## src/rtl/core/vapi_pkg.sv

```systemverilog
// Shared types and command codes for the vote accumulator core.
package vapi_pkg;

	localparam logic [1:0] CMD_WRITE = 2'd0;
	localparam logic [1:0] CMD_READ  = 2'd1;
	localparam logic [1:0] CMD_INC   = 2'd2;
	localparam logic [1:0] CMD_PATCH = 2'd3;

	localparam logic REG_NUM_ROWS = 1'b0;
	localparam logic REG_NUM_COLS = 1'b1;

	localparam logic STATUS_OK  = 1'b0;
	localparam logic STATUS_OOB = 1'b1;

	// Cell coordinates reach 256 at most (a patch one past the last input row).
	localparam int IDX_W = 9;
	localparam int RES_W = 16;

	typedef struct packed {
		logic [1:0]       cmd;
		logic             oob;
		logic [IDX_W-1:0] rlo;
		logic [IDX_W-1:0] rhi;
		logic [IDX_W-1:0] clo;
		logic [IDX_W-1:0] chi;
		logic [15:0]      value;
	} op_t;

	typedef struct packed {
		logic [RES_W-1:0] result;
		logic             status;
	} res_t;

endpackage

```

## src/rtl/core/vapi_front.sv

```systemverilog
// Front end: bounds check, patch clipping and a two-entry request queue.
module vapi_front
	import vapi_pkg::*;
#(
	parameter int MAX_ROWS = 256,
	parameter int MAX_COLS = 256
) (
	input  logic       clk,
	input  logic       arst_n,
	input  logic       push,
	output logic       full,
	input  logic [1:0] cmd,
	input  logic [7:0] row,
	input  logic [7:0] col,
	input  logic [15:0] value,
	input  logic [8:0] num_rows,
	input  logic [8:0] num_cols,
	input  logic       clearing,
	output logic       op_valid,
	output op_t        op_head,
	input  logic       op_take
);

	localparam int ROW_LIM = (MAX_ROWS > 511) ? 511 : MAX_ROWS;
	localparam int COL_LIM = (MAX_COLS > 511) ? 511 : MAX_COLS;

	logic [8:0] nr, nc, row9, col9;
	logic       is_patch, accept;
	op_t        op_new;

	op_t        q_mem_q [2];
	logic       wp_q, rp_q;
	logic [1:0] cnt_q;

	always_comb begin
		nr       = (num_rows > 9'(ROW_LIM)) ? 9'(ROW_LIM) : num_rows;
		nc       = (num_cols > 9'(COL_LIM)) ? 9'(COL_LIM) : num_cols;
		row9     = {1'b0, row};
		col9     = {1'b0, col};
		is_patch = (cmd == CMD_PATCH);
		op_new.cmd   = cmd;
		op_new.value = value;
		op_new.oob   = (row9 >= nr) || (col9 >= nc);
		// Patch edges are clipped to the rows and columns in use.
		op_new.rlo = (is_patch && row9 != 9'd0) ? row9 - 9'd1 : row9;
		op_new.rhi = (is_patch && (row9 + 9'd1) < nr) ? row9 + 9'd1 : row9;
		op_new.clo = (is_patch && col9 != 9'd0) ? col9 - 9'd1 : col9;
		op_new.chi = (is_patch && (col9 + 9'd1) < nc) ? col9 + 9'd1 : col9;
	end

	assign full     = (cnt_q == 2'd2) || clearing;
	assign accept   = push && !full;
	assign op_valid = (cnt_q != 2'd0);
	assign op_head  = q_mem_q[rp_q];

	always_ff @(posedge clk) begin
		if (accept) begin
			q_mem_q[wp_q] <= op_new;
		end
	end

	always_ff @(posedge clk or negedge arst_n) begin
		if (!arst_n) begin
			wp_q  <= 1'b0;
			rp_q  <= 1'b0;
			cnt_q <= 2'd0;
		end else begin
			if (accept) begin
				wp_q <= !wp_q;
			end
			if (op_take) begin
				rp_q <= !rp_q;
			end
			cnt_q <= cnt_q + 2'(accept) - 2'(op_take);
		end
	end

endmodule

```

## config.mk

```make
export PLATFORM = sky130hd
export DESIGN_NAME = vapi_front
export DESIGN_NICKNAME = d
export VERILOG_FILES = /design/src/rtl/core/vapi_pkg.sv /design/src/rtl/core/vapi_front.sv
export SDC_FILE = /design/constraint.sdc
export NUM_CORES = 1
export LEC_CHECK = 0
export BUFFER_PORTS_ARGS = -buffer_cell sky130_fd_sc_hd__buf_2
export CORE_MARGIN = 2
export CORE_UTILIZATION = 30
export DETAILED_ROUTE_END_ITERATION = 6
export MAX_ROUTING_LAYER = met4
export PLACE_DENSITY = 0.53
export SLEW_MARGIN = 15
export SYNTH_ARGS = -nofsm -noshare
export SYNTH_HDL_FRONTEND = slang
export SYNTH_SLANG_ARGS = --single-unit
```

## constraint.sdc

```tcl
create_clock -name clk -period 3.35 [get_ports clk]
set_input_delay 0.5025 -clock clk [delete_from_list [all_inputs] [get_ports clk]]
set_output_delay 0.5025 -clock clk [all_outputs]
set_load 0.03 [all_outputs]
```

==> Word-level counts from Yosys, hierarchy flattened <==
Memories as Yosys holds them, arrays and structs flattened.
Index checks and enable logic that the tools add are counted.
{ "op_classes": {"add_sub_neg": 6, "magnitude_cmp": 6, "eq_ne": 2, "n_mux": 8, "n_reduce_logical": 13} }
{ "ops": {"columns": ["op", "count"], "rows": [
  ["9-bit two-way mux", 6],
  ["8-bit by 1-bit adder with 9-bit output (second input constant)", 2],
  ["8-bit by 9-bit >= comparator with 1-bit output", 2],
  ["9-bit > comparator (second input constant)", 2],
  ["9-bit less-than comparator", 2],
  ["8-bit by 1-bit subtractor with 9-bit output (second input constant)", 2],
  ["8-bit nonzero test", 2],
  ["1-bit logical AND", 5],
  ["2-bit equality test (second input constant)", 2],
  ["1-bit zero test", 3],
  ["2-bit by 1-bit adder with 2-bit output", 1],
  ["1-bit logical OR", 2],
  ["1-bit two-way mux", 2],
  ["2-bit nonzero test", 1],
  ["2-bit by 1-bit subtractor with 2-bit output", 1]
]} }
{ "totals": {"register_bits": 4, "ram_bits": 110, "input_bits": 57, "output_inout_bits": 57, "word_cells": 39, "memories": 1} }
{ "mem_list": {"columns": ["name", "depth", "width", "read_ports", "rd_clocked_by_memory_dff", "wr", "line", "rtl"], "rows": [
  ["q_mem_q", 2, 55, 1, 0, 1, "vapi_front.sv:31", "op_t q_mem_q [2];"]
]} }

==> Logic depth before layout (Yosys ltp) <==
Gate-level depths: netlist of run 1.
{ "logic_depth": {"ltp_word": 6, "depth_mapped": 10, "depth_no_buf": 9} }

==> Least setup slack after synthesis of run 1 <==
Ideal clock, no wire load.
{ "synth_path": {"path_kind": "in2reg", "from": "input clearing", "to": "memory q_mem_q[0][0] (netlist name), enable pin", "setup_ns": 0.468, "t_arrival_ns": 3.104, "t_required_ns": 2.882, "setup_slack_ns": -0.222, "path_stages": 3, "path_buffers": 0, "cell_sequence": "a21oi_1 > nand2_1 > nor2_1"} }
{ "synth_via": {"elab_chain_len": 5} }
{ "synth_lines": {"columns": ["item", "line", "rtl"], "rows": [
  ["start, declared", "vapi_front.sv:18", "input logic clearing,"],
  ["1-bit logical OR", "vapi_front.sv:51", "assign full = (cnt_q == 2'd2) || clearing;"],
  ["1-bit zero test", "vapi_front.sv:52", "assign accept = push && !full;"],
  ["1-bit logical AND", "vapi_front.sv:52", null],
  ["1-bit two-way mux", "vapi_front.sv:57", "if (accept) begin"],
  ["1-bit two-way mux (not written as such)", "vapi_front.sv:58", "q_mem_q[wp_q] <= op_new;"],
  ["end, declared", "vapi_front.sv:31", null]
]} }
Every way passes these cells.

==> impl_metrics.yaml, run 1 <==
timing:
  clock.fmax_mhz: 370
  tightest_slew_ns: 0.780
  slew_violations: 0
  setup_viol: 0
  rsz0062_at_grt: "false"
  tns_ns: 0
  finalCritPeriodShare: 0.807
  max_slew_margin: 0.480
  finalCriticalPeriod_ns: 2.70
  hold_viol_final: 0
  clock_skew_ns: 0.00579
setup_path:
  slowest_stage: "mux2_2"
  worstPathMaxFanout: 6
  path_cells: "buf_2, ha_1, nand3_1, nor2_1, xor2_1, ha_1, a211oi_1, nor2_1, nor3_1, mux2_2"
  cp-startpoint: "row[0]"
  critPathKind: "primary input to register"
  r2r_slack_ns: 1.44
  arrival_ns: 2.86
  crit_path_start_kind: "primary input"
  max_stage_delay_ns: 0.38
  crit_required_ns: 3.51
  r2r_start: "cnt_q[1]$_DFF_PN0_"
  end_kind: "register"
yosys:
  yosys_warnings: 0
  yosysUniqueCellTypes: 39
  synthFlopType: "edfxtp_1"
  yosysSeqAreaShare: 0.589
  postSynthCellCount: 419
  postSynthAreaPerCell_um2: 13.8
  synth_area_um2: 5770
  synth_edf_count: 110
  synthArstFlopShare: 0.0351
  ys_ff_latch: 114
clock_network:
  clk_path_buf_depth: 2
  ctsResizeCount: 0
  cts.clk_slew.worst_paths_ns: 0.05
  root_buffer: "clkbuf_16"
  cts_setup_buffers: 0
  cts_buffers: 17
  clock-sinks: 114
  clock_latency_ns: 0.41
  htreeDepth: 4
  cts_tree: "yes"
power_and_ir_drop:
  p_int_w: 0.00363
  switching_share: 0.325
  pwr-share-clk: 0.344
  p_leak_nw: 2.85
  p_sw_w: 0.00175
  seqPwrFrac: 0.348
  powerDensity_nw_per_um2: 739
  peakVddDrop_mv: 0.281
  power_frac_comb: 0.307
placed_design:
  port_buffers: 113
  dp_hpwl_mm: 9.18
  place_congestion: 0.837
  dpl_cell_area_um2: 6650
global_routing:
  antenna_found_initial: 0
  gr-total-overflow: 0
  grt_usage: 0.132
  grt_max_degree: 56
  grt_pass1_wl_mm: 19.9
  grt_pass1_vias: 3839
die:
  core-area_um2: 18800
  initial_core_util: 0.308
  die_h_um: 143
  die_area_um2: 20400
  dieWidth_um: 143
  rows: 50
  ioPinCount: 114
final_layout:
  area_growth_pct: 26.0
  final_nets: 641
  fillCellCount: 1793
  final_core_util: 0.388
  drive_gt1_frac: 0.386
  finalInstanceArea_um2: 7280
  antenna_cells: 0
detailed_routing:
  routedWlPerCell_um: 16.0
  vias: 3726
  drtAntennaViolNets: 0
  viasPerCell: 4.71
  remaining_drc_errors: 0
  firstDrtPassIters: 4
  drtIter0Drc: 212
  drt-total-wl_mm: 12.7
min_path:
  hold_path_class: "primary input to register"
  worstHoldStart: "value[13]"
status:
  status: "finished clean"
run:
  maxCapViolations: 0
[power by group through the flow]
stage          logic (W)  registers (W)  clock network (W)
2_1_floorplan    0.00122        0.00185                  0
3_3_place_gp     0.00167        0.00190                  0
3_5_place_dp     0.00169        0.00191                  0
4_1_cts          0.00169        0.00188            0.00190
5_1_grt          0.00178        0.00189            0.00198
6_report         0.00165        0.00187            0.00185
[worst max-delay path, delay by kind of cell]
| kind | cells | cell delay [ns] |
|---|---|---|
| compound gates | 1 | 0.31 |
| buf+inv | 1 | 0.16 |
| fa+ha+maj | 2 | 0.50 |
| xor+xnor | 1 | 0.18 |
| mux | 1 | 0.38 |
| simple gates | 4 | 0.83 |
[timing repair]
| action | CTS | global route |
|---|---|---|
| hold buffers | 1 | 0 |
| hold endpoints to repair | 4 | 0 |
| endpoints found under the setup margin | 0 | 0 |
[metal layers]
metal  global-route usage  wire length, um  vias up
met3               0.0369              582       10
met2                0.209             6020      116
met4               0.0427              141        0
met1                0.165             5930     1780
li1                     -                -     1820
met5                    -                0        -
[kinds of logic after synthesis]
kind of cell	Yosys count	share of synthesized area
other cells	1	0.000649
flops	114	0.589
buf+inv	32	0.0234
xor+xnor	38	0.0576
compound gates	34	0.0353
simple gates	99	0.0886
fa+ha+maj	40	0.0867
mux	61	0.118
[registers in the layout (all words and copies together) (netlist names)]
signal and count:
q_mem_q 110, cnt_q 2, rp_q 1, wp_q 1
[final timing paths]
kind	to	depth (start not counted)
worst max-delay path	q_mem_q[0][35]$_DFFE_PP_	10
worst min register to register	cnt_q[1]$_DFF_PN0_	1
worst min-delay path	q_mem_q[0][13]$_DFFE_PP_	1
worst max register to register	q_mem_q[0][30]$_DFFE_PP_	4
min in group asynchronous	cnt_q[0]$_DFF_PN0_	2
max in group asynchronous	rp_q$_DFFE_PN0P_	2
[cells in the mapped netlist, drive strengths merged (2+ instances only)]
cell	number	share of area
nand2b	2	0.0022
clkbuf	13	0.0085
and3	5	0.0054
xnor2	15	0.023
clkinv	2	0.0013
a211oi	4	0.0052
nand4	4	0.0043
dfrtp	4	0.017
nand3	8	0.0069
edfxtp	110	0.57
mux2	58	0.11
nor2	10	0.0065
or3	3	0.0041
a221oi	2	0.0030
and2	3	0.0033
a21oi	9	0.0078
xor2	23	0.035
a21o	3	0.0039
nand2	31	0.020
inv	12	0.0078
o21ai	14	0.013
nor4	7	0.0076
mux2i	3	0.0052
nor3	12	0.010
ha	40	0.087
buf	5	0.0059
nor2b	6	0.0065
nor3b	5	0.0065
[cell type report]
type / instances / area (um2) / area share
flip-flops and latches: 114 / 3400 / 0.468
multi-input cells: 276 / 2260 / 0.310
repair buffers: 121 / 653 / 0.0898
clock buffers: 17 / 425 / 0.0585
well taps: 234 / 293 / 0.0402
clock inverters: 15 / 191 / 0.0263
inverters: 14 / 52.6 / 0.00722
[through the flow]
stage               instances  total power, W  setup slack, ns  hold WS [ns]
floorplan                 422         0.00308            0.424         0.207
global placement          758         0.00357            0.280         0.310
detailed placement        758         0.00360            0.254         0.312
CTS                       791         0.00548            0.681         0.261
global route              791         0.00565            0.451         0.258
finish                    791         0.00537            0.645         0.283
[layout by cell type (no fill, tap or decap), types with 2 or more instances in the layout]
| cell | n |
|---|---|
| a211oi_1 | 4 |
| a21o_1 | 3 |
| a21oi_1 | 9 |
| a221oi_1 | 2 |
| and2_1 | 3 |
| and3_1 | 4 |
| buf_12 | 2 |
| buf_2 | 113 |
| buf_4 | 5 |
| bufinv_16 | 4 |
| clkbuf_16 | 17 |
| clkinv_1 | 4 |
| clkinv_2 | 3 |
| clkinv_4 | 3 |
| clkinvlp_4 | 3 |
| conb_1 | 4 |
| dfrtp_1 | 3 |
| edfxtp_1 | 110 |
| ha_1 | 40 |
| inv_1 | 12 |
| mux2_2 | 58 |
| mux2i_1 | 3 |
| nand2_1 | 31 |
| nand2b_1 | 2 |
| nand3_1 | 8 |
| nand4_1 | 4 |
| nor2_1 | 9 |
| nor2b_1 | 6 |
| nor3_1 | 12 |
| nor3b_1 | 5 |
| nor4_1 | 7 |
| o21ai_0 | 11 |
| o21ai_1 | 2 |
| or3_1 | 2 |
| xnor2_1 | 15 |
| xor2_1 | 23 |
Power figures use the tool's default switching activity.
==> run 2, diff against run 1 <==
- ABC_AREA: unset -> 1
- PLACE_DENSITY: 0.53 -> 0.51
- clock period: 3.35 -> 2.7 ns (I/O delays scaled with it)
==> run 2 against run 1 <==
  * Core utilization fell by 0.66 points
  * Largest power group unchanged
  * Non-clock buffer count rose by 2
  * Highest routed layer unchanged
  * Setup slack got worse by 0.11 ns
  * Combinational power rose by 33%
  * Largest cell class unchanged
  * Global-route usage rose by 0.96 points
  * Sequential cell count did not move
  * Via count rose by 19%
  * Register-to-register slack got worse by 0.49 ns
==> impl_metrics.yaml, run 2 <==
power_and_ir_drop:
  seqPwrFrac: 0.345
  power_frac_comb: 0.330
  p_leak_nw: 3.32
  powerDensity_nw_per_um2: 863
  peakVddDrop_mv: 0.341
  switching_share: 0.336
  p_int_w: 0.00440
  p_sw_w: 0.00223
  pwr-share-clk: 0.325
timing:
  setup_viol: 0
  rsz0062_at_grt: "false"
  clock_skew_ns: 0.00563
  finalCritPeriodShare: 0.801
  tns_ns: 0
  hold_viol_final: 0
  clock.fmax_mhz: 462
  slew_violations: 0
  finalCriticalPeriod_ns: 2.16
detailed_routing:
  firstDrtPassIters: 4
  remaining_drc_errors: 0
  drtAntennaViolNets: 0
  routedWlPerCell_um: 14.3
  vias: 4425
  viasPerCell: 4.46
  drtIter0Drc: 301
  drt-total-wl_mm: 14.2
final_layout:
  antenna_cells: 0
  reg_top3: "q_mem_q: 110 flops, cnt_q: 2 flops"
  final_cell_mix: "nand2_1 (152), buf_2 (113), edfxtp_1 (110)"
  largest_register_ffs: 110
  fillCellCount: 2047
  regMostFlops: "q_mem_q"
  drive_gt1_frac: 0.308
  finalInstanceArea_um2: 7680
  area_growth_pct: 24.7
  finalNonFillerCells: 993
  final_nets: 807
  final_common_cell: "nand2_1"
die:
  dieWidth_um: 147
  die_area_um2: 21700
  die_h_um: 147
  initial_core_util: 0.306
  rows: 52
  ioPinCount: 114
  core-area_um2: 20200
yosys:
  postSynthCellCount: 573
  synthFlopType: "edfxtp_1"
  postSynthAreaPerCell_um2: 10.8
  yosysSeqAreaShare: 0.552
  synthTopCellsByArea: "edfxtp_1 (54%), mux2_2 (10%), nand2_1 (9.3%)"
  synth_compound_area_frac: 0.0211
  synthAdderAreaFrac: 0.0812
  yosys_warnings: 0
  yosys.cell_count.top_type: "nand2_1"
  yosysUniqueCellTypes: 29
  synth_mux_area_frac: 0.100
  synth_top_area_frac: 0.536
  synth_area_um2: 6160
  synthArstFlopShare: 0.0351
  synth_common_cells: "nand2_1 (152), edfxtp_1 (110), mux2_2 (55)"
  ys_ff_latch: 114
  synth_edf_count: 110
  synth_largest_area_cell: "edfxtp_1"
  synthSimpleGateAreaFrac: 0.172
  synth_top_family_by_area: "simple AND/OR/NAND/NOR gates"
  synth_xor_area_frac: 0.0270
global_routing:
  grt.busiest_layer: "met2"
  gr-total-overflow: 0
  use_met1: 0.186
  grt_usage: 0.142
  met2_usage: 0.219
  grt_pass1_wl_mm: 23.3
  met3_usage: 0.0357
  antenna_found_initial: 0
  grt_pass1_vias: 4460
  grt_max_degree: 35
run:
  maxCapViolations: 0
clock_network:
  ctsHoldBuffers: 1
  clock_latency_ns: 0.41
  cts_tree: "yes"
  clk_path_buf_depth: 2
  cts_setup_buffers: 0
  ctsResizeCount: 0
  htreeDepth: 4
  cts.clk_slew.worst_paths_ns: 0.05
  root_buffer: "clkbuf_16"
  clock-sinks: 114
  cts_buffers: 17
setup_path:
  end_kind: "primary output"
  r2r_start: "cnt_q[1]$_DFF_PN0_"
  crit_path_start_kind: "register"
  r2r_slack_ns: 0.95
  critical_path.endpoint: "op_head[22]"
  arrival_ns: 1.76
  crit_required_ns: 2.30
  cp-startpoint: "rp_q$_DFFE_PN0P_"
  rr_worst_depth: 4
  critPathKind: "register to primary output"
  worstPathMaxFanout: 34
  r2r_end: "q_mem_q[0][32]$_DFFE_PP_"
placed_design:
  dp_cells: 960
  port_buffers: 113
  dpl_cell_area_um2: 7100
  dp_hpwl_mm: 10.5
  place_congestion: 0.853
status:
  status: "finished clean"
min_path:
  hold_path_class: "primary input to register"
run 2: power groups by stage:
stage                     clock [W]  combinational, W  sequential (W)
after global placement            0           0.00220         0.00231
after global routing        0.00229           0.00237         0.00231
final                       0.00216           0.00219         0.00229
after floorplan                   0           0.00163         0.00231
after detailed placement          0           0.00222         0.00232
after CTS                   0.00222           0.00223         0.00229
run 2: metrics by stage:
stage | total power [W] | worst slack (ns) | utilization | hold slack, ns
2_1_floorplan | 0.00394 | -0.692 | - | 0.109
3_3_place_gp | 0.00451 | 0.130 | 0.352 | 0.217
3_5_place_dp | 0.00454 | 0.0915 | 0.352 | 0.223
4_1_cts | 0.00674 | 0.467 | 0.381 | 0.163
5_1_grt | 0.00697 | 0.148 | 0.381 | 0.164
6_report | 0.00663 | 0.537 | 0.381 | 0.185
run 2: critical path: stages (launching register included):
cell	delay (ns)
dfrtp_2	0.35
buf_4	0.40
mux2_2	0.41
buf_2	0.18
run 2: area by class of cell:
type | instances | area [um2] | share of cell area
sequential | 114 | 3400 | 0.443
multi-input combinational | 396 | 2510 | 0.326
clock buffer | 18 | 429 | 0.0558
inverter | 58 | 218 | 0.0283
timing repair buffer | 123 | 643 | 0.0837
clock inverter | 14 | 145 | 0.0189
tap | 270 | 338 | 0.0440
run 2: per-layer routing:
metal | vias up | part of all wire
li1 | 2232 | -
met1 | 2085 | 0.49
met2 | 102 | 0.46
met3 | 6 | 0.042
met4 | 0 | 0.0077
met5 | - | 0
run 2: worst min path at each step:
stage / start / end / depth (start not counted)
2_1_floorplan: arst_n / cnt_q[0]$_DFF_PN0_ / 0
3_3_place_gp: arst_n / cnt_q[1]$_DFF_PN0_ / 1
3_5_place_dp: arst_n / cnt_q[1]$_DFF_PN0_ / 1
4_1_cts: value[14] / q_mem_q[0][14]$_DFFE_PP_ / 1
5_1_grt: value[15] / q_mem_q[0][15]$_DFFE_PP_ / 1
6_report: value[14] / q_mem_q[0][14]$_DFFE_PP_ / 1
run 2: kinds of logic after synthesis:
kind of cell	after synthesis
AO/OA/AOI/OAI	24
XOR/XNOR	19
adder cells (fa/ha/maj)	40
buffers and inverters	66
flip-flops	114
multiplexers	55
other	1
AND/OR/NAND/NOR	254
==> run 3, diff against run 2 <==
- PLACE_DENSITY: 0.51 -> 0.53
- clock period: 2.7 -> 1.95 ns (I/O delays scaled with it)
==> run 3 against run 2 <==
  * Routed wire length up 3.3%
  * Critical endpoint is now op_head[23]
  * Sequential cell count unchanged
  * Clock-buffer cell count down 1
  * Total power up 43%
  * Cell area up 11%
  * Global-route usage down 0.10 points
  * First-iteration DRC count down 11%
==> impl_metrics.yaml, run 3 (synthesis results as in run 2) <==
final_layout:
  final_common_cell: "nand2_1"
  finalNonFillerCells: 1075
  final_nets: 889
  fillCellCount: 1975
  largest_register_ffs: 110
  reg_top3: "q_mem_q: 110 flops, cnt_q: 2 flops"
  multi_input_area_um2: 2690
  area_growth_pct: 38.4
  regArea_um2: 3400
  drive_gt1_frac: 0.418
  regMostFlops: "q_mem_q"
  final_cell_mix: "nand2_1 (144), buf_2 (110), edfxtp_1 (110)"
die:
  ioPinCount: 114
  core-area_um2: 20200
  rows: 52
  initial_core_util: 0.306
  die_h_um: 147
  dieWidth_um: 147
  die_area_um2: 21700
placed_design:
  dp_hpwl_mm: 10.6
  place_congestion: 0.850
  dp_cells: 1037
  port_buffers: 113
setup_path:
  max_stage_delay_ns: 0.39
  cp_top_family: "buffers and inverters"
  path_buf_inv: 2
  end_kind: "primary output"
  r2r_slack_ns: 0.33
  crit_path_start_kind: "register"
  r2r_start: "cnt_q[1]$_DFF_PN0_"
  critPathKind: "register to primary output"
  cp_num_cells: 3
  path_cells: "buf_12, mux2_2, buf_2"
  rr_worst_depth: 4
  worstPathMaxFanout: 38
  arrival_ns: 1.62
  cp-startpoint: "rp_q$_DFFE_PN0P_"
  slowest_stage: "mux2_2"
  critical_path.endpoint: "op_head[23]"
  r2r_end: "q_mem_q[0][35]$_DFFE_PP_"
  crit_required_ns: 1.66
timing:
  clock_skew_ns: 0.00462
  finalCriticalPeriod_ns: 1.91
  clock.fmax_mhz: 524
  rsz0062_at_grt: "true"
  slew_violations: 0
  tns_ns: 0
  hold_viol_final: 0
  holdWs_ns: 0.0759
  finalCritPeriodShare: 0.978
  setup_viol: 0
detailed_routing:
  vias: 4672
  firstDrtPassIters: 5
  drt-total-wl_mm: 14.7
  remaining_drc_errors: 0
  viasPerCell: 4.35
  routedWlPerCell_um: 13.7
  drtIter0Drc: 267
  drtAntennaViolNets: 0
status:
  status: "finished clean"
global_routing:
  grt_pass1_vias: 4454
  grt_max_degree: 56
  grt_pass1_wl_mm: 22.8
  gr-total-overflow: 0
  grt_usage: 0.141
  antenna_found_initial: 1
clock_network:
  clock-sinks: 114
  cts_tree: "yes"
  htreeDepth: 4
  clock_latency_ns: 0.40
  cts.clk_slew.worst_paths_ns: 0.05
  root_buffer: "clkbuf_16"
  cts_buffers: 17
  clk_path_buf_depth: 2
power_and_ir_drop:
  powerDensity_nw_per_um2: 1110
  peakVddDrop_mv: 0.410
  p_leak_nw: 3.76
run:
  maxCapViolations: 0
min_path:
  hold_path_class: "primary input to register"
## run 3: routing by layer
layer  part of all wire  GRT usage
met1               0.47      0.179
met2               0.48      0.225
met3              0.043     0.0295
met4              0.010     0.0462
met5                  0          -
## run 3: cell type report
class	count	area share
inverter	58	0.0255
clock buffer	17	0.0499
multi-input combinational	399	0.315
antenna	1	0.000293
sequential	114	0.399
tap	270	0.0396
clock inverter	14	0.0194
timing repair buffer	202	0.152
## run 3: how the worst min path moves through the flow
stage                   start                       end  cells after the start
finish              value[15]  q_mem_q[1][15]$_DFFE_PP_                      1
global route        value[15]  q_mem_q[0][15]$_DFFE_PP_                      1
CTS                 value[15]  q_mem_q[0][15]$_DFFE_PP_                      1
detailed placement     arst_n          wp_q$_DFFE_PN0P_                      1
global placement       arst_n          wp_q$_DFFE_PN0P_                      1
floorplan              arst_n        cnt_q[0]$_DFF_PN0_                      0
## run 3: metrics by stage
step	worst slack [ns]	total power [W]	cell area [um2]	utilization
2_1_floorplan	-0.547	0.00545	6200	-
3_3_place_gp	-0.324	0.00648	7750	0.384
3_5_place_dp	-0.345	0.00649	7750	0.384
4_1_cts	-0.00830	0.00960	8360	0.415
5_1_grt	-0.0391	0.00999	8530	0.423
6_report	0.0420	0.00950	8530	0.423
## run 3: what timing repair did
action | in CTS | in global routing
gates resized for setup | 3 | 40
endpoints found under the hold margin | 4 | 0
setup endpoints to repair | 9 | 80
hold buffers | 1 | 0
setup buffers | 0 | 2
pin swaps | 0 | 12
cloned | 0 | 3
## run 3: power breakdown
group	internal [W]	leakage (nW)	switching, W
logic	0.00123	2.43	0.00206
registers	0.00308	1.05	0.0000814
clock network	0.00199	0.280	0.00105
